File: src/rtl/vpm_pkg.sv
// ----------------------------------------------------------------------------
// vpm_pkg
// Shared types and constants for the volume profile and MIP accumulator.
// ----------------------------------------------------------------------------
package vpm_pkg;

  localparam int CFG_W       = 11;
  localparam int CFG_IDX_W   = 2;
  localparam int SIZE_W      = 13;
  localparam int SIZE_RESET  = 1024;
  localparam int ADDR_W      = 12;
  localparam int IDX_W       = 10;
  localparam int VOX_W       = 16;
  localparam int SUM_W       = 36;
  localparam int KIND_W      = 2;
  localparam int AXIS_W      = 2;
  localparam int S_TDATA_W   = 32;
  localparam int M_TDATA_W   = 72;
  localparam int QUEUE_DEPTH = 4;

  typedef enum logic [KIND_W-1:0] {
    KIND_VOXEL = 2'd0,
    KIND_START = 2'd1,
    KIND_READ  = 2'd2
  } kind_t;

  typedef enum logic [AXIS_W-1:0] {
    AXIS_ROW   = 2'd0,
    AXIS_COL   = 2'd1,
    AXIS_SLICE = 2'd2
  } axis_t;

  typedef enum logic [CFG_IDX_W-1:0] {
    REG_ROWS   = 2'd0,
    REG_COLS   = 2'd1,
    REG_SLICES = 2'd2
  } cfg_reg_t;

  typedef struct packed {
    logic [SUM_W-1:0] sum;
    logic [VOX_W-1:0] maxv;
  } entry_t;

  // one queued operation: a voxel update or an entry read
  typedef struct packed {
    logic              is_read;
    logic [VOX_W-1:0]  voxel;
    logic [ADDR_W-1:0] row_addr;
    logic [ADDR_W-1:0] col_addr;
    logic [ADDR_W-1:0] slice_addr;
    logic              row_first;
    logic              col_first;
    logic              slice_first;
    axis_t             axis;
    logic              written;
    logic              oor;
    logic [VOX_W-1:0]  peak;
    logic              done;
  } q_item_t;

endpackage

File: src/rtl/vpm_queue.sv
// ----------------------------------------------------------------------------
// vpm_queue
// Short register queue between the front and the back.
// ----------------------------------------------------------------------------
module vpm_queue (
  input  logic             clk,
  input  logic             rst,
  input  logic             push,
  input  vpm_pkg::q_item_t push_item,
  output logic             full,
  input  logic             pop,
  output logic             pop_valid,
  output vpm_pkg::q_item_t pop_item
);
  import vpm_pkg::*;

  localparam int PW = $clog2(QUEUE_DEPTH);
  localparam int CW = $clog2(QUEUE_DEPTH + 1);

  q_item_t       slots [QUEUE_DEPTH];
  logic [PW-1:0] wr_ptr;
  logic [PW-1:0] rd_ptr;
  logic [CW-1:0] count;

  assign full      = (count == CW'(QUEUE_DEPTH));
  assign pop_valid = (count != '0);
  assign pop_item  = slots[rd_ptr];

  always_ff @(posedge clk) begin
    if (push) begin
      slots[wr_ptr] <= push_item;
    end
  end

  always_ff @(posedge clk) begin
    if (rst) begin
      wr_ptr <= '0;
      rd_ptr <= '0;
      count  <= '0;
    end else begin
      if (push) begin
        wr_ptr <= wr_ptr + PW'(1);
      end
      if (pop) begin
        rd_ptr <= rd_ptr + PW'(1);
      end
      if (push && !pop) begin
        count <= count + CW'(1);
      end else if (pop && !push) begin
        count <= count - CW'(1);
      end
    end
  end

endmodule

File: config.mk
export PLATFORM = sky130hd
export DESIGN_NAME = vpm_queue
export DESIGN_NICKNAME = d
export VERILOG_FILES = /design/src/rtl/vpm_pkg.sv /design/src/rtl/vpm_queue.sv
export SDC_FILE = /design/constraint.sdc
export NUM_CORES = 1
export LEC_CHECK = 0
export ABC_AREA = 1
export BUFFER_PORTS_ARGS = -buffer_cell sky130_fd_sc_hd__buf_4
export CORE_UTILIZATION = 41
export DETAILED_ROUTE_END_ITERATION = 7
export MAX_ROUTING_LAYER = met4
export PLACE_DENSITY = 0.6
export SLEW_MARGIN = 15
export SYNTH_ARGS = -nofsm -noshare
export SYNTH_HDL_FRONTEND = slang
export SYNTH_SLANG_ARGS = --single-unit
File: constraint.sdc
create_clock -name clk -period 2.7 [get_ports clk]
set_input_delay 0.27 -clock clk [delete_from_list [all_inputs] [get_ports clk]]
set_output_delay 0.27 -clock clk [all_outputs]
set_load 0.005 [all_outputs]
==> impl_metrics.tcl <==
set metrics [dict create \
    hold_slack_ns 0.107 \
    cpLargestDelayFamily "buffers and inverters" \
    yosys_warnings 0 \
    ys_ff_latch 317 \
    global_route.usage.total_pct 17.6 \
    comb_power_share_pct 10.1 \
    detail_route.wirelength_mm 25.0 \
    clkSinkCount 317 \
    synth_area_per_cell_sq_um 14.8 \
    chipHeight_um 172 \
    min_delay_path_depth 4 \
    path_max_fanout 63 \
    fmax_ghz 0.434 \
    cp_cell_sequence "inv_6 > buf_4 > o21ai_0 > o22ai_1 > buf_4" \
    synth.lib_cells_used.distinct 25 \
    clock_tree.buffer_depth 3 \
    crit_required_ns 2.43 \
    internal_power_w 0.00871 \
    dp_worst_slack_ns 0.892 \
    post-route-drc-count 0 \
    cts_inserted_buffers 34 \
    postSynthCellCount 803 \
    netlist_area_sq_um 11900 \
    critical-path-slowest-cell "sky130_fd_sc_hd__dfxtp_4" \
    hpwlAfterDp_mm 13.5 \
    reg2reg_depth 5 \
    grt_max_degree 155 \
    worstSkewPairLatency_ns 0.50 \
    outcome "finished clean" \
    layout.cells.most_common_list "308 x sky130_fd_sc_hd__edfxtp_1, 166 x sky130_fd_sc_hd__buf_4, 161 x sky130_fd_sc_hd__nor2_1" \
    ctsRootBufferMaster "sky130_fd_sc_hd__clkbuf_16" \
    syn-num-nets 890 \
    die-area_sq_um 29600 \
    finalMaxSlewViolations 0 \
    p_switching_w 0.00241 \
    dr.first_iter.drc_count 484 \
    cts_hold_repair.buffers 78 \
    clock_network_fraction_of_total_power_pct 38.8 \
    vias_in_the_first_global_route 7184 \
    switching_share_pct 21.7 \
    initial_utilization_pct 42.2 \
    worstPathBufferInverterCount 3 \
    post_drt_via_cell_ratio 5.03 \
    num_rows 61 \
    period_needed_ns 2.31 \
    path_class "flip-flop to output port" \
    grt_antenna_before_repair 1 \
    finalHoldViolCount 0 \
    cts_tree "yes" \
    num_io_pins 160 \
    p_leak_nw 5.40 \
    avgRoutedWirePerCell_um 17.3 \
    cp.arrival_ns 2.04 \
    final.setup.worst_slack_ns 0.394 \
    total_core_area_sq_um 28100 \
    max-slew-margin-rel_pct 57.7 \
    postCtsSetupRepairBufs 0 \
    peakVddDrop_v 0.000585 \
    holdCritPathClass "input pin to flip-flop" \
    grt_setup_unrepaired "no" \
    count_of_cells_resized_by_post_cts_repair 0 \
    p_seq_share_pct 51.0 \
    layout_cells_sized_above_1_pct 21.4 \
    final.setup_skew_ns 0.0141 \
    vias 7262 \
    path_depth 5 \
    drt_first_pass_iters 5 \
    post-synth-top-area-cell "sky130_fd_sc_hd__edfxtp_1" \
    place.port_buffers 159 \
    finalCritPeriodShare_pct 85.4 \
    timing.critical_path.mode_cell "sky130_fd_sc_hd__buf_4" \
    ant_nets 0 \
    crit_path_max_incr_delay_ns 0.36 \
    cts.reportedPaths.clkPinSlew_ns 0.06 \
    total_power_draw_w 0.0111 \
    cap_violations 0 \
    cp-end-kind "output port" \
    synth_largest_type_area_fraction_pct 78.0 \
    grt_overflow_total 0 \
    commonest_non_fill_non_tap_cell_in_the_layout "sky130_fd_sc_hd__edfxtp_1" \
    routabilityCongestion 0.702 \
    synth.yosys.seq_area_share_pct 79.5 \
    die_outline_width_um 172 \
    yosys-top-cells-area "sky130_fd_sc_hd__edfxtp_1 78%, sky130_fd_sc_hd__o21ai_0 6.5%, sky130_fd_sc_hd__nor2_1 5.1%, sky130_fd_sc_hd__o22ai_1 4.0%, sky130_fd_sc_hd__dfxtp_1 1.5%" \
    worst_setup_path_start_kind "flip-flop" \
    grt_pass1_wl_mm 38.4 \
    power.density_nw_per_um2 727 \
    total_negative_slack_ns 0 \
    syn_to_final_growth_pct 28.8 \
    measured_slew_at_the_worst_slew_check_pin_ns 0.634 \
    finalSetupViolCount 0 \
    design.final.nets 1130 \
    cts_htree_levels 2 \
]
## flip-flops by register name (all words and copies together), names as in the netlist, named ones only
| register | cells |
|---|---|
| slots | 308 |
| count | 3 |
| rd_ptr | 2 |
| wr_ptr | 2 |
## final cells by class
class                      count  area (sq um)
multi-input combinational    420          2050
timing repair buffer         253          2210
tap                          378           473
sequential                   317          9430
inverter                      17          73.8
clock inverter                16           103
antenna                        1          2.50
clock buffer                  42           945
fill                        2302         12800
## synthesized netlist by cell type
library cell / number
sky130_fd_sc_hd__edfxtp_1: 308
sky130_fd_sc_hd__nor2_1: 161
sky130_fd_sc_hd__o21ai_0: 154
sky130_fd_sc_hd__o22ai_1: 76
sky130_fd_sc_hd__inv_1: 15
sky130_fd_sc_hd__buf_2: 12
sky130_fd_sc_hd__clkbuf_1: 12
sky130_fd_sc_hd__buf_6: 10
sky130_fd_sc_hd__nand2_1: 10
sky130_fd_sc_hd__dfxtp_1: 9
sky130_fd_sc_hd__clkbuf_2: 8
sky130_fd_sc_hd__ha_1: 5
sky130_fd_sc_hd__o21ai_1: 5
sky130_fd_sc_hd__buf_4: 4
sky130_fd_sc_hd__a21oi_1: 3
sky130_fd_sc_hd__clkbuf_4: 2
sky130_fd_sc_hd__buf_8: 1
sky130_fd_sc_hd__fa_1: 1
sky130_fd_sc_hd__inv_2: 1
sky130_fd_sc_hd__inv_6: 1
sky130_fd_sc_hd__nand3_1: 1
sky130_fd_sc_hd__nand4_1: 1
sky130_fd_sc_hd__nor3_1: 1
sky130_fd_sc_hd__o22ai_2: 1
sky130_fd_sc_hd__xor2_1: 1
## per-layer routing
metal	GRT usage [%]	up-vias	routed length (um)	part of all wire (%)
li1	-	3496	-	-
met3	3.27	40	1260	5.1
met4	5.66	0	535	2.1
met2	29.3	177	12400	50
met5	-	-	0	0
met1	21.7	3549	10700	43
## worst reg2reg max path: cells and delay by family, from the launching register on
kind,cells,cell delay (ns)
flops,1,0.37
fa+ha+maj,1,0.20
simple gates,1,0.08
buf+inv,3,0.84
## metrics by stage
step	util, %	cell area [sq um]	instances
after floorplan	-	11900	803
after global placement	47.9	13500	1307
after detailed placement	47.9	13500	1307
after CTS	54.4	15300	1443
after global routing	54.4	15300	1444
final	54.4	15300	1444
## logic make-up (layout without fill, tap and decap cells)
group           Yosys count  count (layout)  share of synthesized area, %
simple gates            174             174                          5.55
fa+ha+maj                 6               6                         0.696
buf+inv                  66             328                          3.26
flops                   317             317                          79.5
compound gates          239             239                          10.9
other cells               0               1                             0
xor+xnor                  1               1                        0.0738
## final timing paths
| check | start | endpoint | slack, ns |
|---|---|---|---|
| setup reg to reg | wr_ptr[0] | slots[2][45] | 0.91 |
| hold reg to reg | rd_ptr[1] | flip-flop | 0.44 |
| hold / removal | pop | rd_ptr[0] | 0.11 |
| setup / recovery | flip-flop | pop_item[17] | 0.39 |
## power groups by stage
stage	clock, W	sequential [W]	combinational (W)
CTS	0.00442	0.00567	0.00115
floorplan	0	0.00578	0.000492
finish	0.00432	0.00567	0.00113
global route	0.00460	0.00569	0.00125
global placement	0	0.00577	0.00104
detailed placement	0	0.00578	0.00105
Power figures use the tool's default switching activity.
