--- config.mk ---
export PLATFORM = sky130hd
export DESIGN_NAME = vpm_front
export DESIGN_NICKNAME = d
export VERILOG_FILES = /design/src/rtl/vpm_pkg.sv /design/src/rtl/vpm_front.sv
export SDC_FILE = /design/constraint.sdc
export NUM_CORES = 1
export LEC_CHECK = 0
export ABC_AREA = 1
export BUFFER_PORTS_ARGS = -buffer_cell sky130_fd_sc_hd__buf_2
export CORE_MARGIN = 4
export CORE_UTILIZATION = 50
export CTS_BUF_LIST = sky130_fd_sc_hd__clkbuf_8
export DETAILED_ROUTE_END_ITERATION = 8
export GPL_TIMING_DRIVEN = 0
export PLACE_DENSITY = 0.75
export SYNTH_ARGS = -nofsm -noshare
export SYNTH_HDL_FRONTEND = slang
export SYNTH_SLANG_ARGS = --single-unit
--- constraint.sdc ---
create_clock -name clk -period 3.8 [get_ports clk]
set_input_delay 0.38 -clock clk [delete_from_list [all_inputs] [get_ports clk]]
set_output_delay 0.38 -clock clk [all_outputs]
set_load 0.03 [all_outputs]
--- src/rtl/vpm_pkg.sv ---
// ----------------------------------------------------------------------------
// vpm_pkg
// Shared types and constants for the volume profile and MIP accumulator.
// ----------------------------------------------------------------------------
package vpm_pkg;

  localparam int CFG_W       = 11;
  localparam int CFG_IDX_W   = 2;
  localparam int SIZE_W      = 13;
  localparam int SIZE_RESET  = 1024;
  localparam int ADDR_W      = 12;
  localparam int IDX_W       = 10;
  localparam int VOX_W       = 16;
  localparam int SUM_W       = 36;
  localparam int KIND_W      = 2;
  localparam int AXIS_W      = 2;
  localparam int S_TDATA_W   = 32;
  localparam int M_TDATA_W   = 72;
  localparam int QUEUE_DEPTH = 4;

  typedef enum logic [KIND_W-1:0] {
    KIND_VOXEL = 2'd0,
    KIND_START = 2'd1,
    KIND_READ  = 2'd2
  } kind_t;

  typedef enum logic [AXIS_W-1:0] {
    AXIS_ROW   = 2'd0,
    AXIS_COL   = 2'd1,
    AXIS_SLICE = 2'd2
  } axis_t;

  typedef enum logic [CFG_IDX_W-1:0] {
    REG_ROWS   = 2'd0,
    REG_COLS   = 2'd1,
    REG_SLICES = 2'd2
  } cfg_reg_t;

  typedef struct packed {
    logic [SUM_W-1:0] sum;
    logic [VOX_W-1:0] maxv;
  } entry_t;

  // one queued operation: a voxel update or an entry read
  typedef struct packed {
    logic              is_read;
    logic [VOX_W-1:0]  voxel;
    logic [ADDR_W-1:0] row_addr;
    logic [ADDR_W-1:0] col_addr;
    logic [ADDR_W-1:0] slice_addr;
    logic              row_first;
    logic              col_first;
    logic              slice_first;
    axis_t             axis;
    logic              written;
    logic              oor;
    logic [VOX_W-1:0]  peak;
    logic              done;
  } q_item_t;

endpackage

--- src/rtl/vpm_front.sv ---
// ----------------------------------------------------------------------------
// vpm_front
// Accepts items, keeps sizes, raster position, fill counts and the peak,
// and queues voxel updates and entry reads for the back.
// ----------------------------------------------------------------------------
module vpm_front #(
  parameter int MAX_ROWS   = 1024,
  parameter int MAX_COLS   = 1024,
  parameter int MAX_SLICES = 1024
) (
  input  logic                          clk,
  input  logic                          rst,
  input  logic                          cfg_valid,
  output logic                          cfg_ready,
  input  logic [vpm_pkg::CFG_IDX_W-1:0] cfg_index,
  input  logic [vpm_pkg::CFG_W-1:0]     cfg_data,
  input  logic                          s_tvalid,
  output logic                          s_tready,
  input  logic [vpm_pkg::S_TDATA_W-1:0] s_tdata,
  input  logic [vpm_pkg::KIND_W-1:0]    s_tuser,
  input  logic                          q_full,
  output logic                          push,
  output vpm_pkg::q_item_t              push_item
);
  import vpm_pkg::*;

  localparam int RAW = (MAX_ROWS > 1) ? $clog2(MAX_ROWS) : 1;
  localparam int CAW = (MAX_COLS > 1) ? $clog2(MAX_COLS) : 1;
  localparam int SAW = (MAX_SLICES > 1) ? $clog2(MAX_SLICES) : 1;
  localparam int RCW = $clog2(MAX_ROWS + 1);
  localparam int CCW = $clog2(MAX_COLS + 1);
  localparam int SCW = $clog2(MAX_SLICES + 1);

  function automatic logic [SIZE_W-1:0] clamp_size(input logic [CFG_W-1:0] v,
                                                   input logic [SIZE_W-1:0] limit);
    logic [SIZE_W-1:0] w;
    w = SIZE_W'(v);
    if (w == '0) return SIZE_W'(1);
    if (w > limit) return limit;
    return w;
  endfunction

  logic [CFG_W-1:0] rows_cfg;
  logic [CFG_W-1:0] cols_cfg;
  logic [CFG_W-1:0] slices_cfg;
  logic [RAW-1:0]   row_pos;
  logic [CAW-1:0]   col_pos;
  logic [SAW-1:0]   slice_pos;
  logic [RCW-1:0]   row_fill;
  logic [CCW-1:0]   col_fill;
  logic [SCW-1:0]   slice_fill;
  logic [VOX_W-1:0] peak;
  logic             done;

  logic             accept;
  kind_t            kind;
  axis_t            axis;
  logic [VOX_W-1:0] voxel;
  logic [IDX_W-1:0] idx;
  logic [SIZE_W-1:0] idx_w;
  logic [RCW-1:0]   nr;
  logic [CCW-1:0]   nc;
  logic [SCW-1:0]   ns;
  logic [RCW-1:0]   row_inc;
  logic [CCW-1:0]   col_inc;
  logic [SCW-1:0]   slice_inc;
  logic             row_first;
  logic             col_first;
  logic             slice_first;
  logic             in_rng;
  logic             wr_seen;

  assign cfg_ready = 1'b1;
  assign s_tready  = !q_full;
  assign accept    = s_tvalid && s_tready;

  assign kind  = kind_t'(s_tuser);
  assign voxel = s_tdata[VOX_W-1:0];
  assign axis  = axis_t'(s_tdata[VOX_W +: AXIS_W]);
  assign idx   = s_tdata[VOX_W + AXIS_W +: IDX_W];
  assign idx_w = SIZE_W'(idx);

  assign nr = RCW'(clamp_size(rows_cfg, SIZE_W'(MAX_ROWS)));
  assign nc = CCW'(clamp_size(cols_cfg, SIZE_W'(MAX_COLS)));
  assign ns = SCW'(clamp_size(slices_cfg, SIZE_W'(MAX_SLICES)));

  assign row_inc   = RCW'(row_pos) + RCW'(1);
  assign col_inc   = CCW'(col_pos) + CCW'(1);
  assign slice_inc = SCW'(slice_pos) + SCW'(1);

  // positions count up from zero and wrap back to zero, so written entries form a prefix
  assign row_first   = (RCW'(row_pos) == row_fill);
  assign col_first   = (CCW'(col_pos) == col_fill);
  assign slice_first = (SCW'(slice_pos) == slice_fill);

  always_comb begin
    case (axis)
      AXIS_ROW: begin
        in_rng  = idx_w < SIZE_W'(nr);
        wr_seen = idx_w < SIZE_W'(row_fill);
      end
      AXIS_COL: begin
        in_rng  = idx_w < SIZE_W'(nc);
        wr_seen = idx_w < SIZE_W'(col_fill);
      end
      AXIS_SLICE: begin
        in_rng  = idx_w < SIZE_W'(ns);
        wr_seen = idx_w < SIZE_W'(slice_fill);
      end
      default: begin
        in_rng  = 1'b0;
        wr_seen = 1'b0;
      end
    endcase
  end

  always_comb begin
    push_item.is_read     = (kind == KIND_READ);
    push_item.voxel       = voxel;
    push_item.row_first   = row_first;
    push_item.col_first   = col_first;
    push_item.slice_first = slice_first;
    push_item.axis        = axis;
    push_item.written     = in_rng && wr_seen;
    push_item.oor         = !in_rng;
    push_item.peak        = peak;
    push_item.done        = done;
    if (kind == KIND_READ) begin
      push_item.row_addr   = ADDR_W'(idx);
      push_item.col_addr   = ADDR_W'(idx);
      push_item.slice_addr = ADDR_W'(idx);
    end else begin
      push_item.row_addr   = ADDR_W'(row_pos);
      push_item.col_addr   = ADDR_W'(col_pos);
      push_item.slice_addr = ADDR_W'(slice_pos);
    end
    push = accept && (((kind == KIND_VOXEL) && !done) || (kind == KIND_READ));
  end

  always_ff @(posedge clk) begin
    if (rst) begin
      rows_cfg   <= CFG_W'(SIZE_RESET);
      cols_cfg   <= CFG_W'(SIZE_RESET);
      slices_cfg <= CFG_W'(SIZE_RESET);
      row_pos    <= '0;
      col_pos    <= '0;
      slice_pos  <= '0;
      row_fill   <= '0;
      col_fill   <= '0;
      slice_fill <= '0;
      peak       <= '0;
      done       <= 1'b0;
    end else begin
      if (cfg_valid && cfg_ready) begin
        case (cfg_reg_t'(cfg_index))
          REG_ROWS:   rows_cfg   <= cfg_data;
          REG_COLS:   cols_cfg   <= cfg_data;
          REG_SLICES: slices_cfg <= cfg_data;
          default: ;
        endcase
      end
      if (accept) begin
        case (kind)
          KIND_START: begin
            row_pos    <= '0;
            col_pos    <= '0;
            slice_pos  <= '0;
            row_fill   <= '0;
            col_fill   <= '0;
            slice_fill <= '0;
            peak       <= '0;
            done       <= 1'b0;
          end
          KIND_VOXEL: begin
            if (!done) begin
              if (voxel > peak) begin
                peak <= voxel;
              end
              if (row_first) begin
                row_fill <= row_fill + RCW'(1);
              end
              if (col_first) begin
                col_fill <= col_fill + CCW'(1);
              end
              if (slice_first) begin
                slice_fill <= slice_fill + SCW'(1);
              end
              if (col_inc >= nc) begin
                col_pos <= '0;
                if (row_inc >= nr) begin
                  row_pos <= '0;
                  if (slice_inc >= ns) begin
                    slice_pos <= '0;
                    done      <= 1'b1;
                  end else begin
                    slice_pos <= SAW'(slice_inc);
                  end
                end else begin
                  row_pos <= RAW'(row_inc);
                end
              end else begin
                col_pos <= CAW'(col_inc);
              end
            end
          end
          default: ;
        endcase
      end
    end
  end

endmodule

==> reports/metrics.yaml, run 1 <==
final_layout:
  multi_input_area_um2: 6120
  layout_commonest_cell: "nand2_1"
  fin_nets: 1732
  postLayoutCoreUtil_pct: 58.3
  final_cell_mix: "354 x nand2_1, 172 x nor2_1, 134 x inv_1"
  drive_above_1_share_pct: 16.0
  area_growth_pct: 13.5
  diodes: 0
  ff_latch_area_um2: 2260
  nFillCells: 1770
logic_synthesis:
  syn_inst: 1427
  syn_area_per_cell_um2: 6.56
  synth.cell_area_um2: 9360
  yosysSeqAreaShare_pct: 24.2
  synth.distinct_cells: 45
  synth_warnings: 0
  ys_ff_latch: 113
critical_path:
  rr_worst_depth: 17
  rrSetupSlack_ns: 0.55
  r2r-start: "row_pos[0]"
  start_kind: "flop"
  required_ns: 3.42
  crit_path_top_delay_cell: "o31ai_2"
  critPathMostFrequentCell: "nand2_1"
  startpoint: "rows_cfg[8]"
  crit_fanout: 8
  r2r-end: "slice_pos[1]"
  crit_chain: "or2_2 > o31ai_2 > nand2_1 > ha_1 > a21oi_1 > nand3b_1 > a21oi_1 > nor3_1 > nand2_1 > nand2_1 > nor2_1 > nor2_1 > buf_2"
  crit_arrival_ns: 3.09
  end_kind: "primary output"
  critical_path_class: "reg2out"
  slowest_delay_ns: 0.54
clocking:
  clk_pin_slew_ns: 0.08
  clk_latency_ns: 0.46
  cts_buffer_depth: 2
  cts_resized: 0
  cts.sinks: 113
  clock-root-buffer: "clkbuf_8"
  postCtsHoldBufs: 0
  cts_tree: "done"
  postCtsSetupBuffers: 0
  cts_made_buffers: 17
  h-tree-depth: 4
place:
  dp_hpwl_um: 23200
  io_buffers: 120
  place_congestion: 0.978
global_route:
  grt_pass1_wl_um: 45800
  grt_util_all_layers_pct: 28.0
  grt_pass1_vias: 8896
  grt_max_degree: 17
  grt.overflow.total: 0
  antenna_found_initial: 0
detailed_routing:
  wl_per_cell_um: 16.3
  drt-total-wl_um: 29600
  drt_pass1_iterations: 6
  post_drt_via_cell_ratio: 5.50
  met3WireLength_um: 2720
  wl_met2_um: 13200
  post-route-drc-count: 0
  top_layer: "met4"
  drt_iter0_markers: 929
  vias: 9972
  wl_met1_um: 12900
  antenna_left: 0
die:
  num_io_pins: 132
  row_count: 49
  fp.dieH_um: 145
  die_w_um: 145
  core_area_um2: 18200
  initial_utilization_pct: 51.4
  dieArea_um2: 21000
worst_hold_path:
  hold_path_class: "in2reg"
  hp-start: "cfg_data[1]"
  min_to: "cols_cfg[1]"
  holdPathStages: 3
pwr:
  leakage_nw: 4.92
  power_density_nw_per_um2: 290
  vdd_drop_max_v: 0.000208
sta:
  min_period_over_period_pct: 91.2
  worst_pin_slew_ns: 0.705
  setup_viol: 0
  max-slew-margin-rel_pct: 53.0
  skew_ns: 0.0143
  finalHoldViolCount: 0
  layout_min_cycle_time_ns: 3.47
  finalMaxSlewViolations: 0
  max_freq_mhz: 289
  rsz0062_at_grt: "no"
  final.setup.tns_ns: 0
outcome:
  status: "finished clean"
job:
  maxCapViolCount: 0
-- cells by family after synthesis --
kind of cell,Yosys count,share of synthesized area (%)
flip-flops,113,24.2
adder cells (fa/ha/maj),109,14.6
XOR/XNOR,51,4.77
AO/OA/AOI/OAI,234,13.8
buffers and inverters,223,10.6
AND/OR/NAND/NOR,695,32.0
other,2,0.0803
-- layer usage --
layer  vias up  GRT usage, %
met5         -             0
met4         0          7.81
met3        59          4.70
met2       425          44.5
met1      4535          39.4
li1       4953             -
-- power breakdown --
group          switching, W  internal (W)
logic              0.000503      0.000241
clock network      0.000616      0.000467
registers         0.0000349       0.00122
total               0.00115       0.00193
-- worst max-delay path: cells and delay by family, from the launching register on --
family	cells	cell delay (ns)
compound gates	3	0.75
flops	1	0.33
simple gates	8	1.02
buf+inv	1	0.20
fa+ha+maj	1	0.34
-- through the flow --
step,hold WS [ns],worst slack [ns],power [W],instances,area (µm²)
after floorplan,0.437,0.767,0.00178,1432,9370
after global placement,0.453,0.695,0.00199,1781,10300
after detailed placement,0.458,0.629,0.00201,1781,10300
after CTS,0.182,0.330,0.00308,1813,10600
after global routing,0.196,0.0239,0.00322,1813,10600
final,0.211,0.334,0.00308,1813,10600
-- cells in the mapped netlist (all sizes together) --
cell type / count / area, µm²
nand2: 364 / 1390
nor2: 177 / 687
inv: 147 / 552
a21oi: 123 / 668
dfxtp: 113 / 2260
ha: 109 / 1360
o21ai: 94 / 474
nand3: 53 / 270
buf: 51 / 347
xor2: 50 / 438
nor3: 48 / 298
nand4: 35 / 219
clkbuf: 23 / 86.3
nor4: 9 / 62.6
o211ai: 5 / 37.5
a211oi: 4 / 35.0
o21a: 4 / 30.0
and3: 3 / 18.8
nand3b: 3 / 22.5
clkinv: 2 / 7.51
conb: 2 / 7.51
a21boi: 1 / 7.51
and2: 1 / 6.26
nor3b: 1 / 7.51
o21bai: 1 / 18.8
o311a: 1 / 10.0
o31ai: 1 / 12.5
or2: 1 / 6.26
xnor2: 1 / 8.76
-- worst max path at each step --
stage,endpoint,slack [ns],depth (start not counted)
final,push_item[18],0.33,13
after global placement,slice_pos[1],0.69,17
after global routing,push_item[18],0.02,13
after detailed placement,slice_pos[1],0.63,17
after floorplan,push_item[18],0.77,12
after CTS,push_item[18],0.33,13
-- sequential cells by signal, summed over array words and instances (netlist names) --
| name | flops |
|---|---|
| peak | 16 |
| col_fill | 11 |
| cols_cfg | 11 |
| row_fill | 11 |
| rows_cfg | 11 |
| slice_fill | 11 |
| slices_cfg | 11 |
| col_pos | 10 |
| row_pos | 10 |
| slice_pos | 10 |
| done | 1 |
-- final cells by class --
type,instances,area share [%]
Multi-Input combinational cell,1096,57.6
Tap cell,229,2.70
Timing Repair Buffer,120,5.65
Clock buffer,17,2.20
Buffer,74,4.08
Sequential cell,113,21.3
Inverter,149,5.27
Clock inverter,15,1.20
(Power assumes the default switching activity.)
==> run 2: changes to the inputs <==
- RECOVER_POWER: default -> 25
==> reports/metrics.yaml, run 2 (same netlist as run 1, synthesis figures left out) <==
sta:
  setup_viol: 0
  finalHoldViolCount: 0
  skew_ns: 0.0150
  final.setup.tns_ns: 0
  worst_pin_slew_ns: 0.712
  max-slew-margin-rel_pct: 52.6
  layout_min_cycle_time_ns: 3.47
  max_freq_mhz: 288
  min_period_over_period_pct: 91.3
  finalMaxSlewViolations: 0
  rsz0062_at_grt: "no"
detailed_routing:
  post_drt_via_cell_ratio: 5.50
  drt_pass1_iterations: 6
  drt_iter0_markers: 980
  wl_per_cell_um: 16.4
  antenna_left: 0
  drt-total-wl_um: 29700
  post-route-drc-count: 0
  vias: 9974
final_layout:
  diodes: 0
  drive_above_1_share_pct: 14.7
  fin_nets: 1732
  layout_commonest_cell: "nand2_1"
  postLayoutCoreUtil_pct: 58.2
  largest_register_ffs: 16
  largest-register: "peak"
  final_cell_mix: "354 x nand2_1, 172 x nor2_1, 134 x inv_1"
  area_growth_pct: 13.3
  layout.cells.non_filler: 1813
critical_path:
  crit_path_top_delay_cell: "o31ai_2"
  crit_fanout: 8
  critPathMostFrequentCell: "nand2_1"
  start_kind: "flop"
  slowest_delay_ns: 0.55
  end_kind: "primary output"
  crit_family: "simple AND/OR/NAND/NOR gates"
  crit_arrival_ns: 3.09
  required_ns: 3.42
  critPathBufInv: 1
  critical_path_class: "reg2out"
  crit_chain: "or2_2 > o31ai_2 > nand2_1 > ha_1 > a21oi_1 > nand3b_1 > a21oi_1 > nor3_1 > nand2_1 > nand2_1 > nor2_1 > nor2_1 > buf_2"
die:
  row_count: 49
  fp.dieH_um: 145
  core_area_um2: 18200
  initial_utilization_pct: 51.4
  num_io_pins: 132
  die_w_um: 145
  dieArea_um2: 21000
clocking:
  clk_latency_ns: 0.46
  cts.sinks: 113
  cts_made_buffers: 17
  postCtsSetupBuffers: 0
  cts_tree: "done"
  postCtsHoldBufs: 0
  clk_pin_slew_ns: 0.08
  cts_buffer_depth: 2
  clock-root-buffer: "clkbuf_8"
  h-tree-depth: 4
  cts_resized: 0
place:
  place_congestion: 0.978
  dp_hpwl_um: 23200
  dp_cells: 1781
  io_buffers: 120
global_route:
  antenna_found_initial: 0
  grt_pass1_vias: 8896
  grt.overflow.total: 0
  grt_pass1_wl_um: 45800
  grt_util_all_layers_pct: 28.0
  grt_max_degree: 17
pwr:
  leakage_nw: 4.86
  power_density_nw_per_um2: 290
  vdd_drop_max_v: 0.000208
job:
  maxCapViolCount: 0
outcome:
  status: "finished clean"
worst_hold_path:
  hold_path_class: "in2reg"
[run 2: cell count changes in the layout (fill, tap and decap cells not counted)]
cell      change
clkbuf_1     +22
buf_2        -21
buf_1         -1
[run 2: area by class of cell]
type,count,area [µm²]
Timing Repair Buffer,120,574
Inverter,149,559
Multi-Input combinational cell,1096,6120
Buffer,74,433
Sequential cell,113,2260
Tap cell,229,287
Fill cell,1784,7610
Clock inverter,15,128
Clock buffer,17,234
[run 2: per-stage QoR]
step | hold WS [ns] | worst slack (ns) | total power (W) | instance area, µm²
floorplan | 0.437 | 0.767 | 0.00178 | 9370
global placement | 0.453 | 0.695 | 0.00199 | 10300
detailed placement | 0.458 | 0.629 | 0.00201 | 10300
CTS | 0.182 | 0.330 | 0.00308 | 10600
global route | 0.196 | 0.0239 | 0.00322 | 10600
finish | 0.206 | 0.332 | 0.00308 | 10600
[run 2: report_power, final]
group	switching (W)	leakage [nW]	internal, W
Clock	0.000616	0.168	0.000467
Sequential	0.0000350	0.918	0.00122
Combinational	0.000504	3.78	0.000238
Total	0.00115	4.86	0.00192
[run 2: final timing paths]
| kind | endpoint | cells after the start | startpoint | slack [ns] |
|---|---|---|---|---|
| min reg2reg | slices_cfg[2] | 2 | slices_cfg[2] | 0.47 |
| min | cols_cfg[1] | 3 | cfg_data[1] | 0.21 |
| max reg2reg | slice_pos[1] | 17 | row_pos[0] | 0.53 |
| max | push_item[18] | 13 | rows_cfg[8] | 0.33 |
[run 2: metal layers]
layer / track usage [%] / part of all wire [%] / up-vias
met5: 0 / 0 / -
met4: 7.81 / 2.6 / 0
met3: 4.70 / 9.5 / 58
met2: 44.5 / 44 / 433
met1: 39.4 / 44 / 4538
li1: - / - / 4945
[run 2: worst min-delay path: stages]
cell	delay (ns)
buf_2	0.11
nor2_1	0.05
nor2_1	0.08
